`config.mk`:
```
export PLATFORM = sky130hd
export DESIGN_NAME = send_receive_schedule_sync_top
export DESIGN_NICKNAME = d
export VERILOG_FILES = /design/src/sv/srs_pkg.sv /design/src/sv/srs_div.sv /design/src/sv/send_receive_schedule_sync_top.sv
export SDC_FILE = /design/constraint.sdc
export NUM_CORES = 2
export LEC_CHECK = 0
export BUFFER_PORTS_ARGS = -buffer_cell sky130_fd_sc_hd__buf_4
export CAP_MARGIN = 0
export CORE_MARGIN = 1
export CORE_UTILIZATION = 62
export CTS_CLUSTER_DIAMETER = 80
export DETAILED_ROUTE_END_ITERATION = 16
export PLACE_DENSITY = 0.8
export SETUP_SLACK_MARGIN = 0.5
export SLEW_MARGIN = 10
export SYNTH_ARGS = -nofsm -noshare
export SYNTH_HDL_FRONTEND = slang
export SYNTH_SLANG_ARGS = --single-unit
export TNS_END_PERCENT = 50
```
`constraint.sdc`:
```
create_clock -name clk -period 9.2 [get_ports clk]
set_input_delay 0.92 -clock clk [delete_from_list [all_inputs] [get_ports clk]]
set_output_delay 0.92 -clock clk [all_outputs]
set_load 0.01 [all_outputs]
```
`src/sv/srs_pkg.sv`:
```
// Shared constants for the send/receive schedule keeper.
// Field widths, register indexes, item codes and result field offsets.
// No dependencies.
package srs_pkg;

  localparam int TIME_BITS_DEF = 48;
  localparam int IV_BITS       = 32;
  localparam int LAT_BITS      = 32;
  localparam int MB_BITS       = 8;
  localparam int FT_BITS       = 48;
  localparam int BUF_BITS      = 16;
  localparam int CFG_IDX_BITS  = 3;
  localparam int CFG_DATA_BITS = 32;
  localparam int IN_DATA_BITS  = 48;
  localparam int OUT_DATA_BITS = 120;

  localparam logic [CFG_IDX_BITS-1:0] REG_SEND_IV = 3'd0;
  localparam logic [CFG_IDX_BITS-1:0] REG_RECV_IV = 3'd1;
  localparam logic [CFG_IDX_BITS-1:0] REG_LATENCY = 3'd2;
  localparam logic [CFG_IDX_BITS-1:0] REG_MAX_BUF = 3'd3;
  localparam logic [CFG_IDX_BITS-1:0] REG_SIDE    = 3'd4;

  localparam logic FUNC_INIT   = 1'b0;
  localparam logic FUNC_TICK   = 1'b1;
  localparam logic SIDE_OUTPUT = 1'b0;
  localparam logic SIDE_INPUT  = 1'b1;

  // Result beat layout, lowest bit first.
  localparam int OFS_COMM   = 0;
  localparam int OFS_SAMPLE = 1;
  localparam int OFS_SEND   = 2;
  localparam int OFS_RECV   = 50;
  localparam int OFS_BUF    = 98;
  localparam int OFS_PAD    = 114;

endpackage

```
`src/sv/srs_div.sv`:
```
// Bit-serial restoring divider shared by the schedule sequencer.
// One quotient bit per cycle; depends on srs_pkg.
module srs_div
  import srs_pkg::*;
#(
  parameter int TIME_BITS = TIME_BITS_DEF
) (
  input  logic                 clk,
  input  logic                 rst,
  input  logic                 start,
  input  logic [TIME_BITS-1:0] dividend,
  input  logic [IV_BITS-1:0]   divisor,
  output logic                 done,
  output logic [TIME_BITS-1:0] quot,
  output logic [IV_BITS-1:0]   rem
);

  localparam int CW = $clog2(TIME_BITS + 1);

  logic          busy;
  logic [CW-1:0] cnt;
  logic [IV_BITS:0] trial;
  logic [IV_BITS:0] trial_diff;
  logic             fits;

  assign trial      = {rem, quot[TIME_BITS-1]};
  assign trial_diff = trial - {1'b0, divisor};
  assign fits       = trial >= {1'b0, divisor};

  always_ff @(posedge clk) begin
    if (rst) begin
      busy <= 1'b0;
      done <= 1'b0;
      cnt  <= '0;
    end else begin
      done <= 1'b0;
      if (start) begin
        busy <= 1'b1;
        cnt  <= CW'(TIME_BITS);
      end else if (busy) begin
        cnt <= cnt - CW'(1);
        if (cnt == CW'(1)) begin
          busy <= 1'b0;
          done <= 1'b1;
        end
      end
    end
  end

  always_ff @(posedge clk) begin
    if (start) begin
      quot <= dividend;
      rem  <= '0;
    end else if (busy) begin
      quot <= {quot[TIME_BITS-2:0], fits};
      rem  <= fits ? trial_diff[IV_BITS-1:0] : trial[IV_BITS-1:0];
    end
  end

endmodule

```
`src/sv/send_receive_schedule_sync_top.sv`:
```
// Top level of the send/receive schedule keeper: configuration registers,
// schedule sequencer with shared offset, subtract and saturating add paths.
// Depends on srs_pkg and srs_div.
//
// One item is worked at a time. A tick item whose local time has not passed
// the active side's next time goes from S_TCMP straight to S_FIN and shows
// its result once the output register is free. A tick that runs the schedule
// advance does up to one division per leg before padding, and an initialize
// item one more for the buffered tick count; the bit-serial divider, one
// quotient bit per cycle, does these divisions. A result sits in an output
// register, so the next item is taken while it waits, from the cycle the
// result appears on. Configuration writes are always taken.
module send_receive_schedule_sync_top
  import srs_pkg::*;
#(
  parameter int TIME_BITS = TIME_BITS_DEF
) (
  input  logic                     clk,
  input  logic                     rst,
  input  logic                     cfg_valid,
  output logic                     cfg_ready,
  input  logic [CFG_IDX_BITS-1:0]  cfg_index,
  input  logic [CFG_DATA_BITS-1:0] cfg_data,
  input  logic                     s_axis_tvalid,
  output logic                     s_axis_tready,
  input  logic [IN_DATA_BITS-1:0]  s_axis_tdata,  // local_time
  input  logic                     s_axis_tuser,  // func
  output logic                     m_axis_tvalid,
  input  logic                     m_axis_tready,
  // communicate, sample_now, next_send, next_receive, buffered_ticks, zero fill
  output logic [OUT_DATA_BITS-1:0] m_axis_tdata
);

  localparam int W        = (TIME_BITS > FT_BITS) ? TIME_BITS : FT_BITS;
  localparam int SW       = TIME_BITS + 2;
  localparam int AW       = ((TIME_BITS > 40) ? TIME_BITS : 40) + 1;
  localparam int CNT_BITS = (TIME_BITS < 64) ? TIME_BITS + 1 : 64;
  localparam logic [TIME_BITS-1:0] TMAX = '1;

  localparam logic [4:0] S_IDLE = 5'd0;
  localparam logic [4:0] S_TCMP = 5'd1;
  localparam logic [4:0] S_L1   = 5'd2;
  localparam logic [4:0] S_C1   = 5'd3;
  localparam logic [4:0] S_D1   = 5'd4;
  localparam logic [4:0] S_R1A  = 5'd5;
  localparam logic [4:0] S_R1B  = 5'd6;
  localparam logic [4:0] S_L2   = 5'd7;
  localparam logic [4:0] S_C2   = 5'd8;
  localparam logic [4:0] S_D2   = 5'd9;
  localparam logic [4:0] S_R2A  = 5'd10;
  localparam logic [4:0] S_R2B  = 5'd11;
  localparam logic [4:0] S_PADM = 5'd12;
  localparam logic [4:0] S_PADA = 5'd13;
  localparam logic [4:0] S_IB   = 5'd14;
  localparam logic [4:0] S_IBW  = 5'd15;
  localparam logic [4:0] S_FIN  = 5'd16;

  logic [IV_BITS-1:0]         si_reg;
  logic [IV_BITS-1:0]         ri_reg;
  logic signed [LAT_BITS-1:0] lat_reg;
  logic [MB_BITS-1:0]         mb_reg;
  logic                       side_reg;

  logic [4:0]                 state;
  logic [TIME_BITS-1:0]       send_time;
  logic [TIME_BITS-1:0]       recv_time;
  logic [TIME_BITS-1:0]       lim;
  logic                       below;
  logic [TIME_BITS-1:0]       tmp;
  logic [CNT_BITS-1:0]        count;
  logic [39:0]                prod;
  logic [FT_BITS-1:0]         lt;
  logic                       func;
  logic [BUF_BITS-1:0]        buf_cnt;

  logic [IV_BITS-1:0]   si;
  logic [IV_BITS-1:0]   ri;
  logic [IV_BITS-1:0]   lat_u;
  logic                 lat_pos;
  logic [TIME_BITS-1:0] active;
  logic [W-1:0]         active_w;
  logic [W-1:0]         lt_w;
  logic [W-1:0]         send_w;
  logic [W-1:0]         recv_w;

  logic [TIME_BITS-1:0]    off_base;
  logic signed [33:0]      lat34;
  logic signed [33:0]      ri34;
  logic signed [33:0]      off_delta;
  logic signed [SW-1:0]    off_sum;
  logic                    off_below;
  logic [TIME_BITS-1:0]    off_val;

  logic [TIME_BITS-1:0] sub_b;
  logic [TIME_BITS:0]   sub_diff;
  logic                 sub_neg;

  logic [TIME_BITS-1:0] sat_a;
  logic [39:0]          sat_b;
  logic [AW-1:0]        sat_sum;
  logic [TIME_BITS-1:0] sat_res;

  logic                 div_start;
  logic [TIME_BITS-1:0] div_dividend;
  logic [IV_BITS-1:0]   div_divisor;
  logic                 div_done;
  logic [TIME_BITS-1:0] div_quot;
  logic [IV_BITS-1:0]   div_rem;

  logic [MB_BITS-1:0]   pad_n;
  logic                 ib_inc;
  logic [BUF_BITS:0]    ib_sum;
  logic signed [50:0]   samp_sum;
  logic                 samp_pos;
  logic                 out_load;
  logic                 comm_bit;
  logic                 samp_bit;

  assign cfg_ready     = 1'b1;
  assign s_axis_tready = (state == S_IDLE);

  // An interval of zero behaves as one.
  assign si      = (si_reg == '0) ? IV_BITS'(1) : si_reg;
  assign ri      = (ri_reg == '0) ? IV_BITS'(1) : ri_reg;
  assign lat_u   = lat_reg;
  assign lat_pos = !lat_reg[LAT_BITS-1] && (lat_reg != '0);

  assign active   = (side_reg == SIDE_INPUT) ? recv_time : send_time;
  assign active_w = W'(active);
  assign lt_w     = W'(lt);
  assign send_w   = W'(send_time);
  assign recv_w   = W'(recv_time);

  // Clamped offset: first leg uses latency - ri, second leg ri - latency.
  assign lat34     = 34'(lat_reg);
  assign ri34      = $signed({2'b00, ri});
  assign off_base  = (state == S_L1) ? send_time : recv_time;
  assign off_delta = (state == S_L1) ? (lat34 - ri34) : (ri34 - lat34);
  assign off_sum   = $signed({2'b00, off_base}) + SW'(off_delta);
  assign off_below = off_sum[SW-1];
  assign off_val   = (!off_below && off_sum[TIME_BITS]) ? TMAX : off_sum[TIME_BITS-1:0];

  always_comb begin
    case (state)
      S_C1:        sub_b = recv_time;
      S_C2:        sub_b = send_time;
      default:     sub_b = TIME_BITS'(div_rem);
    endcase
  end
  assign sub_diff = {1'b0, lim} - {1'b0, sub_b};
  assign sub_neg  = sub_diff[TIME_BITS];

  always_comb begin
    case (state)
      S_R1B:   sat_b = 40'(ri);
      S_R2B:   sat_b = 40'(si);
      default: sat_b = prod;
    endcase
  end
  assign sat_a   = (state == S_PADA) ? send_time : tmp;
  assign sat_sum = AW'(sat_a) + AW'(sat_b);
  assign sat_res = (sat_sum > AW'(TMAX)) ? TMAX : sat_sum[TIME_BITS-1:0];

  assign div_start = ((state == S_C1 || state == S_C2) && !below && !sub_neg) ||
                     (state == S_IB && lat_pos);
  assign div_dividend = (state == S_IB) ? TIME_BITS'(lat_u - IV_BITS'(1))
                                        : sub_diff[TIME_BITS-1:0];
  // The divider reads its divisor on every step, so it is held for the whole run.
  assign div_divisor  = (state == S_C2 || state == S_D2) ? si : ri;

  srs_div #(
    .TIME_BITS (TIME_BITS)
  ) u_div (
    .clk      (clk),
    .rst      (rst),
    .start    (div_start),
    .dividend (div_dividend),
    .divisor  (div_divisor),
    .done     (div_done),
    .quot     (div_quot),
    .rem      (div_rem)
  );

  assign pad_n  = mb_reg - count[MB_BITS-1:0];
  assign ib_inc = (si < ri) ? (lat_u >= si) : 1'b1;
  assign ib_sum = (BUF_BITS+1)'(div_quot[BUF_BITS-1:0]) + (BUF_BITS+1)'(ib_inc);

  assign samp_sum = $signed({3'b000, lt}) + 51'(lat_reg) + $signed({19'b0, ri});
  assign samp_pos = !samp_sum[50] && (samp_sum != '0);

  assign out_load = (state == S_FIN) && (!m_axis_tvalid || m_axis_tready);
  assign comm_bit = (func == FUNC_TICK) && (lt_w == active_w);
  assign samp_bit = (func == FUNC_TICK) && (side_reg == SIDE_OUTPUT) && samp_pos;

  always_ff @(posedge clk) begin
    if (rst) begin
      si_reg   <= IV_BITS'(1);
      ri_reg   <= IV_BITS'(1);
      lat_reg  <= '0;
      mb_reg   <= '0;
      side_reg <= SIDE_OUTPUT;
    end else if (cfg_valid) begin
      case (cfg_index)
        REG_SEND_IV: si_reg   <= cfg_data;
        REG_RECV_IV: ri_reg   <= cfg_data;
        REG_LATENCY: lat_reg  <= $signed(cfg_data);
        REG_MAX_BUF: mb_reg   <= cfg_data[MB_BITS-1:0];
        REG_SIDE:    side_reg <= cfg_data[0];
        default: ;
      endcase
    end
  end

  always_ff @(posedge clk) begin
    if (rst) begin
      state     <= S_IDLE;
      send_time <= '0;
      recv_time <= '0;
    end else begin
      case (state)
        S_IDLE: begin
          if (s_axis_tvalid) begin
            if (s_axis_tuser == FUNC_INIT) begin
              send_time <= '0;
              recv_time <= '0;
              state     <= S_L1;
            end else begin
              state <= S_TCMP;
            end
          end
        end
        S_TCMP:  state <= (lt_w > active_w) ? S_L1 : S_FIN;
        S_L1:    state <= S_C1;
        S_C1:    state <= div_start ? S_D1 : S_L2;
        S_D1:    if (div_done) state <= S_R1A;
        S_R1A:   state <= S_R1B;
        S_R1B: begin
          recv_time <= sat_res;
          state     <= S_L2;
        end
        S_L2:    state <= S_C2;
        S_C2:    state <= div_start ? S_D2 : S_PADM;
        S_D2:    if (div_done) state <= S_R2A;
        S_R2A:   state <= S_R2B;
        S_R2B: begin
          send_time <= sat_res;
          state     <= S_PADM;
        end
        S_PADM: begin
          if (count < CNT_BITS'(mb_reg)) begin
            state <= S_PADA;
          end else begin
            state <= (func == FUNC_INIT) ? S_IB : S_FIN;
          end
        end
        S_PADA: begin
          send_time <= sat_res;
          state     <= (func == FUNC_INIT) ? S_IB : S_FIN;
        end
        S_IB:    state <= lat_pos ? S_IBW : S_FIN;
        S_IBW:   if (div_done) state <= S_FIN;
        S_FIN:   if (out_load) state <= S_IDLE;
        default: state <= S_IDLE;
      endcase
    end
  end

  // Working registers of the sequencer.
  always_ff @(posedge clk) begin
    if (state == S_IDLE && s_axis_tvalid) begin
      lt    <= s_axis_tdata;
      func  <= s_axis_tuser;
      count <= '0;
    end
    if (state == S_L1 || state == S_L2) begin
      lim   <= off_val;
      below <= off_below;
    end
    if (state == S_R1A || state == S_R2A) begin
      tmp <= sub_diff[TIME_BITS-1:0];
    end
    if (state == S_D2 && div_done) begin
      count <= CNT_BITS'({1'b0, div_quot} + {{TIME_BITS{1'b0}}, 1'b1});
    end
    if (state == S_PADM) begin
      prod <= {32'd0, pad_n} * {8'd0, si};
    end
    if (state == S_IB) begin
      buf_cnt <= '0;
    end
    if (state == S_IBW && div_done) begin
      buf_cnt <= ((|div_quot[TIME_BITS-1:BUF_BITS]) || ib_sum[BUF_BITS]) ?
                 {BUF_BITS{1'b1}} : ib_sum[BUF_BITS-1:0];
    end
  end

  always_ff @(posedge clk) begin
    if (rst) begin
      m_axis_tvalid <= 1'b0;
    end else if (out_load) begin
      m_axis_tvalid <= 1'b1;
    end else if (m_axis_tready) begin
      m_axis_tvalid <= 1'b0;
    end
  end

  always_ff @(posedge clk) begin
    if (out_load) begin
      m_axis_tdata[OFS_COMM]               <= comm_bit;
      m_axis_tdata[OFS_SAMPLE]             <= samp_bit;
      m_axis_tdata[OFS_SEND +: FT_BITS]    <= send_w[FT_BITS-1:0];
      m_axis_tdata[OFS_RECV +: FT_BITS]    <= recv_w[FT_BITS-1:0];
      m_axis_tdata[OFS_BUF +: BUF_BITS]    <= (func == FUNC_INIT) ? buf_cnt : '0;
      m_axis_tdata[OUT_DATA_BITS-1:OFS_PAD] <= '0;
    end
  end

endmodule

```
==> flow_summary_export.csv <==
group,metric,value,unit
worst_hold_path,min_path_type,"input port to register",
timing,fin_crit_sh,89.9,%
cells_and_area,regMostFlops,"m_axis_tdata",
route,drtIter0Drc,7934,
worst_setup_path,critPathCaptureType,"register",
route,first_pass_iters,7,
worst_hold_path,hp-start,"s_axis_tdata[14]",
route,via_per_inst,6.76,
cells_and_area,final_cell_count_no_fill,7773,
synth,synth-seq-cells,660,
worst_setup_path,crit_type,"register to register",
timing,finalMaxSlewViolations,0,
worst_setup_path,r2r_start,"mb_reg[0]",
global_routing,grt_pass1_wl,325000,µm
timing,rsz0062_at_grt,"false",
power,p_leak,25.4,nW
route,drc,0,
global_routing,track_usage,47.8,%
cells_and_area,largest_reg_flops,114,
power,max-vdd-ir-drop,0.176,mV
timing,period_needed,8270,ps
global_routing,grt_pass1_vias,48530,
synth,synthFlopType,"edfxtp_1",
floorplan,die-area,92400,µm²
route,drtAntennaViolNets,0,
power,p_seq_share,31.2,%
place,portBuffers,204,
synth,synthesis.area,56500,µm²
timing,fin_tns_setup,0,ps
global_routing,grt_start_max_net_pins,82,
floorplan,num_rows,110,
synth,yosys_warnings,0,
timing,skew,24.3,ps
clocking,cts_num_sinks,660,
cells_and_area,final_core_util,68.1,%
clocking,cts_tree,"yes",
cells_and_area,nets,7326,
worst_setup_path,rr_worst_depth,29,
worst_setup_path,critPathSlowestCell,"fa_1",
route,wl,225000,µm
clocking,htree_levels,3,
timing,finalSetupViolations,0,
worst_setup_path,crit_required,9620,ps
synth,avgSynthCellArea,8.63,µm²
power,p_int,7.08,mW
clocking,root_buffer,"clkbuf_16",
cells_and_area,syn2layout_area_growth,8.70,%
cells_and_area,fillers,7244,
worst_setup_path,rrSetupSlack,930,ps
floorplan,pin_count,212,
worst_setup_path,crit_path_end,"prod[37]",
timing,tightest_slew,1380,ps
floorplan,core,90100,µm²
worst_setup_path,reg2reg_to,"prod[37]",
clocking,path_clk_slew,60,ps
power,power.density,196,nW/µm²
synth,synth_edf_count,413,
timing,relSlewSlack,7.44,%
power,p_comb_share,41.6,%
place,place_area,58800,µm²
timing,fmax,121,MHz
cells_and_area,drive_gt1_share,7.90,%
worst_setup_path,cpMostUsedCell,"fa_1",
run_status,status,"complete, no violations",
power,p_total,12.0,mW
place,place_hpwl,176000,µm
worst_setup_path,slowest_delay,560,ps
clocking,cts_buffers,78,
cells_and_area,stdcell_area,61400,µm²
power,p_sw,4.95,mW
worst_setup_path,arrival,8690,ps
floorplan,die_width,304,µm
synth,async_reset_ff_share,0,%
clocking,cts.path.max_buffers,3,
global_routing,grt_overflow_total,0,
floorplan,initial_utilization,62.7,%
place,gp_congestion,1.12,
floorplan,die_h,304,µm
worst_setup_path,startpoint,"mb_reg[0]",
synth,netlist_instances,6548,
synth,synth_cell_types,109,
cells_and_area,reg_top3,"m_axis_tdata (114), count (49)",
power,clock_power_share,27.2,%
clocking,insertion_delay,690,ps
route,wire_per_inst,29.0,µm
global_routing,antenna_found_initial,13,
place,dp_cells,7623,
clocking,holdBufCountCts,0,
power,switching_share,41.2,%
worst_setup_path,worstPathMaxFanout,25,
route,vias,52538,
synth,ys_seq_area_share,30.7,%
flow_run,drv_cap,0,
timing,finalHoldViolations,0,
worst_setup_path,cp-start-kind,"register",
-- cells by family (layout without fill, tap and decap cells) --
group	Yosys count	in the layout	share of synthesized area, %
and+or+nand+nor	2247	2247	18.8
AOI/OAI and AO/OA	1688	1688	19.4
buffers and inverters	815	853	5.57
adders and majority gates	710	710	18.6
DFF	660	660	30.7
xor gates and xnor gates	308	308	4.77
muxes	118	118	2.11
other	2	13	0.0133
-- synthesized netlist by cell type, types with 53 or more instances --
cell type	count	share of area (%)
nand4_1	89	0.99
a21o_1	208	2.8
o21ai_0	233	2.1
mux2i_1	110	1.9
nor3_1	90	0.80
o21a_1	76	1.0
inv_1	416	2.8
clkbuf_1	346	2.3
nand2b_1	115	1.3
and3_1	53	0.59
nor2b_1	81	0.90
dfxtp_1	247	8.8
xnor2_1	189	2.9
nand2_1	841	5.6
a211oi_1	62	0.82
nor4_1	55	0.61
ha_1	490	11
fa_1	220	7.8
xor2_1	119	1.8
nor2_1	441	2.9
and2_1	168	1.9
a21oi_1	593	5.3
nand3_1	185	1.6
edfxtp_1	413	22
o21bai_1	57	0.76
-- metal layers --
metal	part of all wire, %	vias to the layer above	GRT usage [%]
li1	-	23112	-
met1	38	25082	63.5
met2	40	3596	66.1
met3	14	740	14.0
met4	9.0	8	35.0
met5	0.027	-	0
-- layout make-up --
class                           instances  area [µm²]  share of cell area (%)
Antenna cell                            6        15.0                  0.0244
Clock buffer                          102        2130                    3.47
Clock inverter                         42         510                   0.831
Inverter                              418        1570                    2.55
Multi-Input combinational cell       5078       36200                    58.9
Sequential cell                       660       17400                    28.2
Tap cell                             1176        1470                    2.40
Timing Repair Buffer                  291        2190                    3.56
-- cells in the final DEF, fill, tap and decap left out, types with 19 or more instances in the layout --
cell type	Yosys	routed
and2_1	168	167
nand2_1	841	836
o21a_1	76	76
nand2b_1	115	114
o21bai_1	57	57
and3_1	53	53
a22o_1	43	43
o21ai_0	233	232
nor2b_1	81	80
a31oi_1	46	46
a22oi_1	29	29
mux2i_1	110	110
a211oi_1	62	61
clkbuf_16	0	79
edfxtp_1	413	413
o211ai_1	37	37
ha_1	490	490
inv_1	416	414
buf_4	11	290
or2_2	23	23
xnor2_1	189	186
or3_1	38	37
nor4_1	55	55
fa_1	220	220
o22ai_1	20	20
a21o_1	208	208
dfxtp_1	247	245
a21oi_1	593	593
nand3_1	185	183
nor3_1	90	88
o31ai_1	19	19
o21ai_1	46	47
nor2_1	441	432
xor2_1	119	118
nand4_1	89	89
o221ai_1	39	39
-- power groups by stage --
stage	Combinational [mW]	Sequential, mW	Clock [mW]
after floorplan	3.29	3.66	0
after global placement	4.71	3.80	0
after detailed placement	4.76	3.80	0
after CTS	4.80	3.74	3.26
after global routing	5.27	3.76	3.37
final	5.00	3.75	3.27
-- worst min-delay path by stage --
stage | cells after the start | slack [ps] | end
5_1_grt | 1 | 400 | lt[18]
3_3_place_gp | 2 | 470 | mb_reg[3]
2_1_floorplan | 0 | 410 | m_axis_tdata[43]
3_5_place_dp | 2 | 470 | mb_reg[2]
6_report | 1 | 410 | lt[14]
4_1_cts | 1 | 390 | lt[41]
-- through the flow --
| step | hold WS [ps] | setup slack (ps) |
|---|---|---|
| 6_report | 409 | 932 |
| 5_1_grt | 401 | 503 |
| 4_1_cts | 388 | 891 |
| 3_5_place_dp | 473 | 946 |
| 3_3_place_gp | 468 | 995 |
| 2_1_floorplan | 406 | 2130 |
-- worst max-delay path, delay by kind of cell, from the launching register on --
| kind | cells | cell delay [ps] |
|---|---|---|
| adders and majority gates | 7 | 3010 |
| AOI/OAI and AO/OA | 11 | 2830 |
| DFF | 1 | 330 |
| xor gates and xnor gates | 2 | 390 |
| buffers and inverters | 5 | 560 |
| and+or+nand+nor | 4 | 900 |
-- repair_timing --
action / in CTS / in global routing
buffers inserted: 0 / 0
resized for setup: 0 / 2
endpoints found under the setup margin: 0 / 27
Power figures use the tool's default switching activity.
